**config.mk**
```make
export PLATFORM = sky130hd
export DESIGN_NAME = blend_segment_resolve
export DESIGN_NICKNAME = d
export VERILOG_FILES = /design/src/hw/rtl/bsr_pkg.sv /design/src/hw/rtl/blend_segment_resolve.sv /design/src/hw/rtl/bsr_cell.sv /design/src/hw/rtl/bsr_divider.sv
export VERILOG_INCLUDE_DIRS = /design/src /design/src/hw/rtl
export SDC_FILE = /design/constraint.sdc
export NUM_CORES = 2
export LEC_CHECK = 0
export ABC_AREA = 1
export BUFFER_PORTS_ARGS = -buffer_cell sky130_fd_sc_hd__buf_2
export CORE_ASPECT_RATIO = 0.9
export CORE_UTILIZATION = 25
export CTS_BUF_LIST = sky130_fd_sc_hd__clkbuf_8
export DETAILED_ROUTE_END_ITERATION = 8
export SLEW_MARGIN = 15
export SYNTH_ARGS = -nofsm -noshare
export SYNTH_HDL_FRONTEND = slang
export SYNTH_HIERARCHICAL = 1
export SYNTH_SLANG_ARGS = --single-unit
export TNS_END_PERCENT = 20
```
**constraint.sdc**
```tcl
create_clock -name clk -period 4 [get_ports clk]
set_input_delay 0.8 -clock clk [delete_from_list [all_inputs] [get_ports clk]]
set_output_delay 0.8 -clock clk [all_outputs]
set_load 0.05 [all_outputs]
```
**src/hw/rtl/assert_macros.svh**
```systemverilog
// Assertion macros shared by the blend segment resolver RTL.
// No dependencies; included by the files that carry assertions.
`ifndef ASSERT_MACROS_SVH
`define ASSERT_MACROS_SVH

// Consequent must hold in the same cycle as the antecedent.
`define BSR_ASSERT_NOW(label, clk, rst_n, ante, cons) \
    label: assert property (@(posedge clk) disable iff (!rst_n) (ante) |-> (cons)) \
        else $error("blend_segment_resolve: assertion failed");

// Consequent must hold in the cycle after the antecedent.
`define BSR_ASSERT_NXT(label, clk, rst_n, ante, cons) \
    label: assert property (@(posedge clk) disable iff (!rst_n) (ante) |=> (cons)) \
        else $error("blend_segment_resolve: assertion failed");

`endif

```
**src/hw/rtl/bsr_pkg.sv**
```systemverilog
// Types and constants shared by the blend segment resolver modules.
// No dependencies.
`default_nettype none

package bsr_pkg;

    localparam int POS_W      = 16;
    localparam int CLIP_W     = 10;
    localparam int WEIGHT_W   = 16;
    localparam int COUNT_W    = 5;
    localparam int INDEX_W    = 4;
    localparam int DIFF_W     = POS_W + 1;
    localparam int REM_W      = 32;
    localparam int STEP_W     = 4;
    localparam int IN_DATA_W  = 48;
    localparam int OUT_DATA_W = 40;

    localparam logic OP_WRITE   = 1'b0;
    localparam logic OP_RESOLVE = 1'b1;

    // What the walk has found so far for the token in flight
    typedef enum logic [1:0] {
        TOK_NONE,
        TOK_SINGLE,
        TOK_PAIR
    } tok_kind_t;

    typedef struct packed {
        logic                     valid;
        logic signed [POS_W-1:0]  x;
        logic signed [POS_W-1:0]  prev_pos;
        logic [CLIP_W-1:0]        prev_clip;
        tok_kind_t                kind;
        logic signed [POS_W-1:0]  a_pos;
        logic [CLIP_W-1:0]        a_clip;
        logic signed [POS_W-1:0]  b_pos;
        logic [CLIP_W-1:0]        b_clip;
    } tok_t;

    typedef struct packed {
        logic wr_en;
        logic first;
        logic active;
        logic last;
    } cell_ctl_t;

    typedef enum logic [1:0] {
        DIV_LOW,
        DIV_HIGH,
        DIV_BLEND
    } div_kind_t;

    typedef struct packed {
        logic                  done;
        div_kind_t             kind;
        logic [WEIGHT_W-1:0]   quotient;
    } div_res_t;

    typedef enum logic [1:0] {
        DV_IDLE,
        DV_CHECK,
        DV_RUN
    } div_state_t;

    typedef enum logic [1:0] {
        CS_IDLE,
        CS_WALK,
        CS_DIV,
        CS_DONE
    } ctl_state_t;

endpackage

`default_nettype wire

```
**src/hw/rtl/blend_segment_resolve.sv**
```systemverilog
// Path to tvalid: a blend or a weight that truncates to zero runs the whole serial divide;
// a zero span, a zero offset or a query on the upper sample ends at the divider's check;
// the walk alone settles the rest, and a query on an empty table skips the walk.
// Throughput: one item at a time, set by the walk through the chain of MAX_SAMPLES cells
// and the 16-step serial divider; a held result stalls the next one. A write leaves it idle.
// Reset: rst_n clears control and sample_count; table entries are undefined until written.
`default_nettype none
`include "assert_macros.svh"

module blend_segment_resolve #(
    parameter int MAX_SAMPLES = 16
) (
    input  wire                                   clk,
    input  wire                                   rst_n,
    // configuration: sample_count
    input  wire                                   cfg_wr_en,
    input  wire  [bsr_pkg::COUNT_W-1:0]           cfg_wr_data,
    // input stream
    input  wire                                   s_axis_tvalid,
    output logic                                  s_axis_tready,
    // sample_index[3:0], sample_pos[19:4], sample_clip[29:20], query_x[45:30], zero pad
    input  wire  [bsr_pkg::IN_DATA_W-1:0]         s_axis_tdata,
    // operation[0]
    input  wire                                   s_axis_tuser,
    // result stream
    output logic                                  m_axis_tvalid,
    input  wire                                   m_axis_tready,
    // clip_a[9:0], clip_b[19:10], weight[35:20], zero pad
    output logic [bsr_pkg::OUT_DATA_W-1:0]        m_axis_tdata,
    // no_samples[0]
    output logic                                  m_axis_tuser
);
    import bsr_pkg::*;

    // Unpack the input transfer
    logic [INDEX_W-1:0]      in_index;
    logic [POS_W-1:0]        in_pos;
    logic [CLIP_W-1:0]       in_clip;
    logic signed [POS_W-1:0] in_x;
    logic                    in_fire;
    logic                    wr_fire;
    logic                    query_fire;

    assign in_index   = s_axis_tdata[3:0];
    assign in_pos     = s_axis_tdata[19:4];
    assign in_clip    = s_axis_tdata[29:20];
    assign in_x       = s_axis_tdata[45:30];
    assign in_fire    = s_axis_tvalid && s_axis_tready;
    assign wr_fire    = in_fire && (s_axis_tuser == OP_WRITE);
    assign query_fire = in_fire && (s_axis_tuser == OP_RESOLVE);

    ctl_state_t              state_reg, state_next;
    logic [COUNT_W-1:0]      count_reg, count_next;
    logic [CLIP_W-1:0]       res_clip_a_reg, res_clip_a_next;
    logic [CLIP_W-1:0]       res_clip_b_reg, res_clip_b_next;
    logic [WEIGHT_W-1:0]     res_weight_reg, res_weight_next;
    logic                    res_empty_reg, res_empty_next;
    logic [CLIP_W-1:0]       pair_a_clip_reg, pair_a_clip_next;
    logic [CLIP_W-1:0]       pair_b_clip_reg, pair_b_clip_next;
    logic                    out_valid_reg, out_valid_next;
    logic [OUT_DATA_W-1:0]   out_data_reg, out_data_next;
    logic                    out_user_reg, out_user_next;

    // Chain of cells: token enters at the head, one cell per cycle
    tok_t      tok_chain [0:MAX_SAMPLES];
    cell_ctl_t cell_ctl  [0:MAX_SAMPLES-1];
    tok_t      tail;

    always_comb
    begin
        tok_chain[0]       = '0;
        tok_chain[0].valid = query_fire && (count_reg != '0);
        tok_chain[0].x     = in_x;
        tok_chain[0].kind  = TOK_NONE;
    end

    genvar g;
    generate
        for (g = 0; g < MAX_SAMPLES; g++)
        begin : g_cell
            // entry is live below the (clamped) count; the last live entry closes the walk
            assign cell_ctl[g] = '{
                wr_en:  wr_fire && (32'(in_index) == g),
                first:  (g == 0),
                active: (32'(count_reg) > g),
                last:   (32'(count_reg) == g + 1)
                        || ((g == MAX_SAMPLES - 1) && (32'(count_reg) > MAX_SAMPLES))
            };

            bsr_cell u_cell (
                .clk     (clk),
                .rst_n   (rst_n),
                .ctl     (cell_ctl[g]),
                .wr_pos  (in_pos),
                .wr_clip (in_clip),
                .tok_in  (tok_chain[g]),
                .tok_out (tok_chain[g+1])
            );
        end
    endgenerate

    assign tail = tok_chain[MAX_SAMPLES];

    // Weight divider: num = x - a, span = b - a, both as 17-bit differences
    logic                     div_start;
    logic signed [DIFF_W-1:0] div_num;
    logic signed [DIFF_W-1:0] div_span;
    div_res_t                 div_res;

    assign div_start = (state_reg == CS_WALK) && tail.valid && (tail.kind == TOK_PAIR);
    assign div_num   = {tail.x[POS_W-1], tail.x} - {tail.a_pos[POS_W-1], tail.a_pos};
    assign div_span  = {tail.b_pos[POS_W-1], tail.b_pos} - {tail.a_pos[POS_W-1], tail.a_pos};

    bsr_divider u_divider (
        .clk   (clk),
        .rst_n (rst_n),
        .start (div_start),
        .num   (div_num),
        .span  (div_span),
        .res   (div_res)
    );

    // Sequencer: take one query, walk, divide if bracketed, hand the result to the output register
    always_comb
    begin
        state_next       = state_reg;
        count_next       = cfg_wr_en ? cfg_wr_data : count_reg;
        res_clip_a_next  = res_clip_a_reg;
        res_clip_b_next  = res_clip_b_reg;
        res_weight_next  = res_weight_reg;
        res_empty_next   = res_empty_reg;
        pair_a_clip_next = pair_a_clip_reg;
        pair_b_clip_next = pair_b_clip_reg;
        out_valid_next   = out_valid_reg;
        out_data_next    = out_data_reg;
        out_user_next    = out_user_reg;

        // drop the held result once the sink takes it
        if (out_valid_reg && m_axis_tready)
        begin
            out_valid_next = 1'b0;
        end

        case (state_reg)
            CS_IDLE:
            begin
                if (query_fire)
                begin
                    if (count_reg == '0)
                    begin
                        res_clip_a_next = '0;
                        res_clip_b_next = '0;
                        res_weight_next = '0;
                        res_empty_next  = 1'b1;
                        state_next      = CS_DONE;
                    end
                    else
                    begin
                        state_next = CS_WALK;
                    end
                end
            end
            CS_WALK:
            begin
                if (tail.valid)
                begin
                    if (tail.kind == TOK_PAIR)
                    begin
                        pair_a_clip_next = tail.a_clip;
                        pair_b_clip_next = tail.b_clip;
                        state_next       = CS_DIV;
                    end
                    else
                    begin
                        res_clip_a_next = tail.a_clip;
                        res_clip_b_next = tail.a_clip;
                        res_weight_next = '0;
                        res_empty_next  = 1'b0;
                        state_next      = CS_DONE;
                    end
                end
            end
            CS_DIV:
            begin
                if (div_res.done)
                begin
                    res_empty_next = 1'b0;
                    case (div_res.kind)
                        DIV_HIGH:
                        begin
                            res_clip_a_next = pair_b_clip_reg;
                            res_clip_b_next = pair_b_clip_reg;
                            res_weight_next = '0;
                        end
                        DIV_BLEND:
                        begin
                            res_clip_a_next = pair_a_clip_reg;
                            res_clip_b_next = pair_b_clip_reg;
                            res_weight_next = div_res.quotient;
                        end
                        default:
                        begin
                            res_clip_a_next = pair_a_clip_reg;
                            res_clip_b_next = pair_a_clip_reg;
                            res_weight_next = '0;
                        end
                    endcase
                    state_next = CS_DONE;
                end
            end
            CS_DONE:
            begin
                // advance only when the output register is free
                if (!out_valid_reg || m_axis_tready)
                begin
                    out_valid_next = 1'b1;
                    out_data_next  = {(OUT_DATA_W - 2*CLIP_W - WEIGHT_W)'(0),
                                      res_weight_reg, res_clip_b_reg, res_clip_a_reg};
                    out_user_next  = res_empty_reg;
                    state_next     = CS_IDLE;
                end
            end
            default:
            begin
                state_next = CS_IDLE;
            end
        endcase
    end

    always_ff @(posedge clk or negedge rst_n)
    begin
        if (!rst_n)
        begin
            state_reg     <= CS_IDLE;
            count_reg     <= '0;
            out_valid_reg <= 1'b0;
        end
        else
        begin
            state_reg     <= state_next;
            count_reg     <= count_next;
            out_valid_reg <= out_valid_next;
        end
    end

    always_ff @(posedge clk)
    begin
        res_clip_a_reg  <= res_clip_a_next;
        res_clip_b_reg  <= res_clip_b_next;
        res_weight_reg  <= res_weight_next;
        res_empty_reg   <= res_empty_next;
        pair_a_clip_reg <= pair_a_clip_next;
        pair_b_clip_reg <= pair_b_clip_next;
        out_data_reg    <= out_data_next;
        out_user_reg    <= out_user_next;
    end

    assign s_axis_tready = (state_reg == CS_IDLE);
    assign m_axis_tvalid = out_valid_reg;
    assign m_axis_tdata  = out_data_reg;
    assign m_axis_tuser  = out_user_reg;

    // A token only reaches the tail while the sequencer waits for it
    `BSR_ASSERT_NOW(a_tail_in_walk, clk, rst_n, tail.valid, state_reg == CS_WALK)
    // Divider completion is only seen while the sequencer waits for it
    `BSR_ASSERT_NOW(a_div_done_in_div, clk, rst_n, div_res.done, state_reg == CS_DIV)
    // A bracketed query hands over to the divider
    `BSR_ASSERT_NXT(a_pair_to_div, clk, rst_n,
        (state_reg == CS_WALK) && tail.valid && (tail.kind == TOK_PAIR),
        state_reg == CS_DIV)
    // A query on an empty table skips the walk
    `BSR_ASSERT_NXT(a_empty_skips_walk, clk, rst_n,
        query_fire && (count_reg == '0),
        (state_reg == CS_DONE) && res_empty_reg)

endmodule

`default_nettype wire

```
**src/hw/rtl/bsr_cell.sv**
```systemverilog
// One table entry of the resolver chain: holds a sample and inspects the passing token.
// Depends on bsr_pkg.
`default_nettype none

module bsr_cell (
    input  wire                         clk,
    input  wire                         rst_n,
    input  wire bsr_pkg::cell_ctl_t     ctl,
    input  wire  [bsr_pkg::POS_W-1:0]   wr_pos,
    input  wire  [bsr_pkg::CLIP_W-1:0]  wr_clip,
    input  wire bsr_pkg::tok_t          tok_in,
    output bsr_pkg::tok_t               tok_out
);
    import bsr_pkg::*;

    logic signed [POS_W-1:0] pos_reg;
    logic [CLIP_W-1:0]       clip_reg;
    logic                    valid_reg;
    tok_t                    tok_reg;
    tok_t                    tok_next;

    always_comb
    begin
        tok_next           = tok_in;
        tok_next.prev_pos  = pos_reg;
        tok_next.prev_clip = clip_reg;
        if (ctl.active)
        begin
            if (ctl.first)
            begin
                // at or below the first sample: collapse to it
                if ($signed(tok_in.x) <= $signed(pos_reg))
                begin
                    tok_next.kind   = TOK_SINGLE;
                    tok_next.a_clip = clip_reg;
                end
                else
                begin
                    tok_next.kind = TOK_NONE;
                end
            end
            else if (tok_in.kind == TOK_NONE && $signed(tok_in.x) <= $signed(pos_reg))
            begin
                tok_next.kind   = TOK_PAIR;
                tok_next.a_pos  = tok_in.prev_pos;
                tok_next.a_clip = tok_in.prev_clip;
                tok_next.b_pos  = pos_reg;
                tok_next.b_clip = clip_reg;
            end
            // at or above the last sample overrides any bracket found
            if (ctl.last && tok_next.kind != TOK_SINGLE
                && $signed(tok_in.x) >= $signed(pos_reg))
            begin
                tok_next.kind   = TOK_SINGLE;
                tok_next.a_clip = clip_reg;
            end
        end
    end

    always_ff @(posedge clk)
    begin
        if (ctl.wr_en)
        begin
            pos_reg  <= wr_pos;
            clip_reg <= wr_clip;
        end
        tok_reg <= tok_next;
    end

    always_ff @(posedge clk or negedge rst_n)
    begin
        if (!rst_n)
        begin
            valid_reg <= 1'b0;
        end
        else
        begin
            valid_reg <= tok_in.valid;
        end
    end

    always_comb
    begin
        tok_out       = tok_reg;
        tok_out.valid = valid_reg;
    end

endmodule

`default_nettype wire

```
**src/hw/rtl/bsr_divider.sv**
```systemverilog
// Restoring serial divider for the blend weight: one quotient bit per cycle.
// Depends on bsr_pkg.
`default_nettype none

module bsr_divider (
    input  wire                                clk,
    input  wire                                rst_n,
    input  wire                                start,
    input  wire signed [bsr_pkg::DIFF_W-1:0]   num,
    input  wire signed [bsr_pkg::DIFF_W-1:0]   span,
    output bsr_pkg::div_res_t                  res
);
    import bsr_pkg::*;

    div_state_t          state_reg, state_next;
    logic [REM_W-1:0]    rem_reg, rem_next;
    logic [REM_W-1:0]    div_reg, div_next;
    logic [WEIGHT_W-1:0] quot_reg, quot_next;
    logic [STEP_W-1:0]   step_reg, step_next;
    logic                done_reg, done_next;
    div_kind_t           kind_reg, kind_next;
    logic [REM_W:0]      shifted;
    logic [REM_W:0]      diff;
    logic                qbit;

    assign shifted = {rem_reg, 1'b0};
    assign diff    = shifted - {1'b0, div_reg};
    assign qbit    = ~diff[REM_W];

    always_comb
    begin
        state_next = state_reg;
        rem_next   = rem_reg;
        div_next   = div_reg;
        quot_next  = quot_reg;
        step_next  = step_reg;
        done_next  = 1'b0;
        kind_next  = kind_reg;
        case (state_reg)
            DV_IDLE:
            begin
                if (start)
                begin
                    // operands act as 32-bit unsigned words, as wrapped differences
                    rem_next   = {{(REM_W-DIFF_W){num[DIFF_W-1]}}, num};
                    div_next   = {{(REM_W-DIFF_W){span[DIFF_W-1]}}, span};
                    state_next = DV_CHECK;
                end
            end
            DV_CHECK:
            begin
                if (div_reg == '0 || rem_reg == '0)
                begin
                    kind_next  = DIV_LOW;
                    done_next  = 1'b1;
                    state_next = DV_IDLE;
                end
                else if (rem_reg >= div_reg)
                begin
                    kind_next  = DIV_HIGH;
                    done_next  = 1'b1;
                    state_next = DV_IDLE;
                end
                else
                begin
                    quot_next  = '0;
                    step_next  = '0;
                    state_next = DV_RUN;
                end
            end
            DV_RUN:
            begin
                rem_next  = qbit ? diff[REM_W-1:0] : shifted[REM_W-1:0];
                quot_next = {quot_reg[WEIGHT_W-2:0], qbit};
                step_next = step_reg + 1'b1;
                if (step_reg == STEP_W'(WEIGHT_W - 1))
                begin
                    kind_next  = (quot_next == '0) ? DIV_LOW : DIV_BLEND;
                    done_next  = 1'b1;
                    state_next = DV_IDLE;
                end
            end
            default:
            begin
                state_next = DV_IDLE;
            end
        endcase
    end

    always_ff @(posedge clk or negedge rst_n)
    begin
        if (!rst_n)
        begin
            state_reg <= DV_IDLE;
            done_reg  <= 1'b0;
        end
        else
        begin
            state_reg <= state_next;
            done_reg  <= done_next;
        end
    end

    always_ff @(posedge clk)
    begin
        rem_reg  <= rem_next;
        div_reg  <= div_next;
        quot_reg <= quot_next;
        step_reg <= step_next;
        kind_reg <= kind_next;
    end

    assign res = '{done: done_reg, kind: kind_reg, quotient: quot_reg};

endmodule

`default_nettype wire
```
==> results.py <==
metrics = {
    "status": {
        "status": "finished, violations left",
        "failed_checks": "max-slew violations",
    },
    "placement": {
        "placed_cells": 13864,
        "routabilityCongestion": 0.865,
        "hpwlAfterDp_um": 144000,
        "portBuffers": 95,
    },
    "critical_path": {
        "cp_slowest_cell": "nand3_1",
        "r2r-start": "g_cell[15].u_cell/pos_reg[11]$_DFFE_PP_",
        "path_class": "flop to flop",
        "crit_path_end_kind": "flop",
        "cpPeakStageDelay_ps": 540,
        "crit_family": "simple AND/OR/NAND/NOR gates",
        "rrSetupSlack_ps": 880,
        "cp_cell_sequence": "inv_1 > ha_1 > nand4_1 > nor3_1 > nand3_1 > nand3_2 > buf_4 > nand2_1 > nand2_1 > nand3_1 > nand2_1 > nand2_1 > nand2_1 > nand2_1 > nand2_1",
        "critPathArrivalTime_ps": 3940,
        "worstPathMaxFanout": 22,
        "r2r_end": "g_cell[15].u_cell/tok_out[35]$_DFF_P_",
        "worst_ep_required_time_ps": 4820,
        "crit_path_start_kind": "flop",
        "ff2ff_path_depth": 15,
        "worst-path-buf-inv": 2,
        "cpMostUsedCell": "nand2_1",
    },
    "global_route": {
        "antenna_found_initial": 19,
        "gr-total-overflow": 0,
        "grt_max_degree": 68,
        "grt_pass1_wl_um": 310000,
        "first_global_vias": 56082,
        "grt_usage_pct": 11.1,
    },
    "synth": {
        "syn_inst": 9288,
        "syn_area_mm2": 0.0852,
        "ys_warn_count": 6,
        "syn_area_per_cell_um2": 9.18,
    },
    "flow_run": {
        "drv_cap": 0,
    },
    "final_layout": {
        "largest_reg_flops": 1510,
        "num-nets-final": 10085,
        "layout-drive-gt1-share_pct": 10.3,
        "synthToLayoutAreaGrowth_pct": 14.3,
        "finalNonFillerCells": 14438,
    },
    "sta": {
        "tns_ps": 0,
        "fmaxAchievable_mhz": 321,
        "hold_viol_final": 0,
        "tightest_slew_ps": 1600,
        "clock_skew_ps": 38.8,
        "slew_viol_final": 68,
        "rsz0062_at_grt": "false",
        "slew_headroom_pct": -7.22,
        "fin_crit_sh_pct": 77.9,
        "setup_viol": 0,
        "timing.final.crit_period_ps": 3120,
    },
    "floorplanning": {
        "dieArea_mm2": 0.343,
        "die_x_um": 617,
        "die_y_um": 556,
        "core_mm2": 0.340,
        "start_util_pct": 25.1,
        "row_count": 203,
        "io_pins": 102,
    },
    "min_path": {
        "hold_end": "count_reg[0]$_DFFE_PN0P_",
        "hp-start": "cfg_wr_data[0]",
        "hold_depth": 3,
        "hold_path_class": "primary input to flop",
    },
    "route": {
        "drt_first_iter_violations": 3745,
        "routed_wirelength_um": 195000,
        "routed_via_density": 3.95,
        "drc_errors": 0,
        "wl_per_cell_um": 13.5,
        "first_pass_iters": 6,
        "ant_nets": 0,
        "vias": 56989,
    },
    "clock_network": {
        "clk_path_buf_depth": 4,
        "cts_sinks": 2118,
        "numCtsBuffers": 303,
        "cts_tree": "built",
        "htreeDepth": 5,
        "ctsResizeCount": 0,
        "clkSlewWorstSetupHoldPaths_ps": 70,
        "root_buffer": "clkbuf_8",
        "clock_latency_ps": 900,
    },
    "power_and_ir_drop": {
        "peakVddDrop_mv": 0.253,
        "finalPower_mw": 50.3,
        "leakage_nw": 45.2,
        "power_density_mw_per_mm2": 516,
    },
}
where the power goes:
| part | total, mW | switching (mW) | internal (mW) |
|---|---|---|---|
| Clock | 16.4 | 8.11 | 8.29 |
| Sequential | 25.9 | 1.17 | 24.8 |
| Combinational | 7.93 | 4.60 | 3.33 |
| Total | 50.3 | 13.9 | 36.4 |
worst reg2reg max path, stage by stage (launching register included):
cell	delay, ps
edfxtp_1	340
inv_1	60
ha_1	310
nand4_1	140
nor3_1	220
nand3_1	540
nand3_2	310
buf_4	290
nand2_1	310
nand2_1	150
nand3_1	80
nand2_1	60
nand2_1	50
nand2_1	80
nand2_1	50
nand2_1	90
layer usage:
layer,wire length (um),vias up,track usage [%]
met5,20,-,0
met2,83100,1106,17.4
met4,4310,2,3.05
met3,8550,325,1.82
li1,-,30379,-
met1,99400,25177,15.8
worst max-delay path by stage:
stage | depth (start not counted) | slack (ps) | start | to
after floorplan | 6 | 120 | u_divider/state_reg[0]$_DFFE_PN0P_ | u_divider/rem_reg[0]$_DFFE_PP_
after global placement | 15 | 860 | g_cell[15].u_cell/pos_reg[11]$_DFFE_PP_ | g_cell[15].u_cell/tok_out[35]$_DFF_P_
after detailed placement | 15 | 900 | g_cell[15].u_cell/pos_reg[11]$_DFFE_PP_ | g_cell[15].u_cell/tok_out[35]$_DFF_P_
after CTS | 15 | 910 | g_cell[15].u_cell/pos_reg[11]$_DFFE_PP_ | g_cell[15].u_cell/tok_out[35]$_DFF_P_
after global routing | 15 | 480 | g_cell[15].u_cell/pos_reg[11]$_DFFE_PP_ | g_cell[15].u_cell/tok_out[27]$_DFF_P_
final | 15 | 880 | g_cell[15].u_cell/pos_reg[11]$_DFFE_PP_ | g_cell[15].u_cell/tok_out[35]$_DFF_P_
cell usage in the layout, fill, tap and decap left out, types with 151 or more instances in the layout:
master    instances
nor2_1          202
mux2_2          242
conb_1          151
o21a_1          401
clkbuf_8        358
edfxtp_1        581
nand3_1         967
a21oi_1         159
ha_1            346
inv_1          1404
nand2_1        2788
dfxtp_1        1510
final cells by class:
cell class,count,area (um2)
Fill cell,35640,242000
Sequential cell,2118,48400
Multi-Input combinational cell,5681,30700
Tap cell,4510,5640
Clock buffer,358,4930
Inverter,1296,4860
Timing Repair Buffer,276,2090
Clock inverter,187,855
Antenna cell,12,30.0
timing repair:
item,4_1_cts,5_1_grt
buffers inserted,0,0
setup endpoints to repair,0,0
hold endpoints to repair,38,0
hold buffers,17,0
through the flow:
stage	setup WS [ps]	hold WS, ps	utilization, %	area [um2]
after CTS	907	17.4	28.7	97400
after global placement	862	333	26.9	91500
after global routing	476	57.4	28.7	97400
final	884	110	28.7	97400
after detailed placement	901	336	26.9	91500
after floorplan	118	331	-	85800
Power figures use the tool's default switching activity.
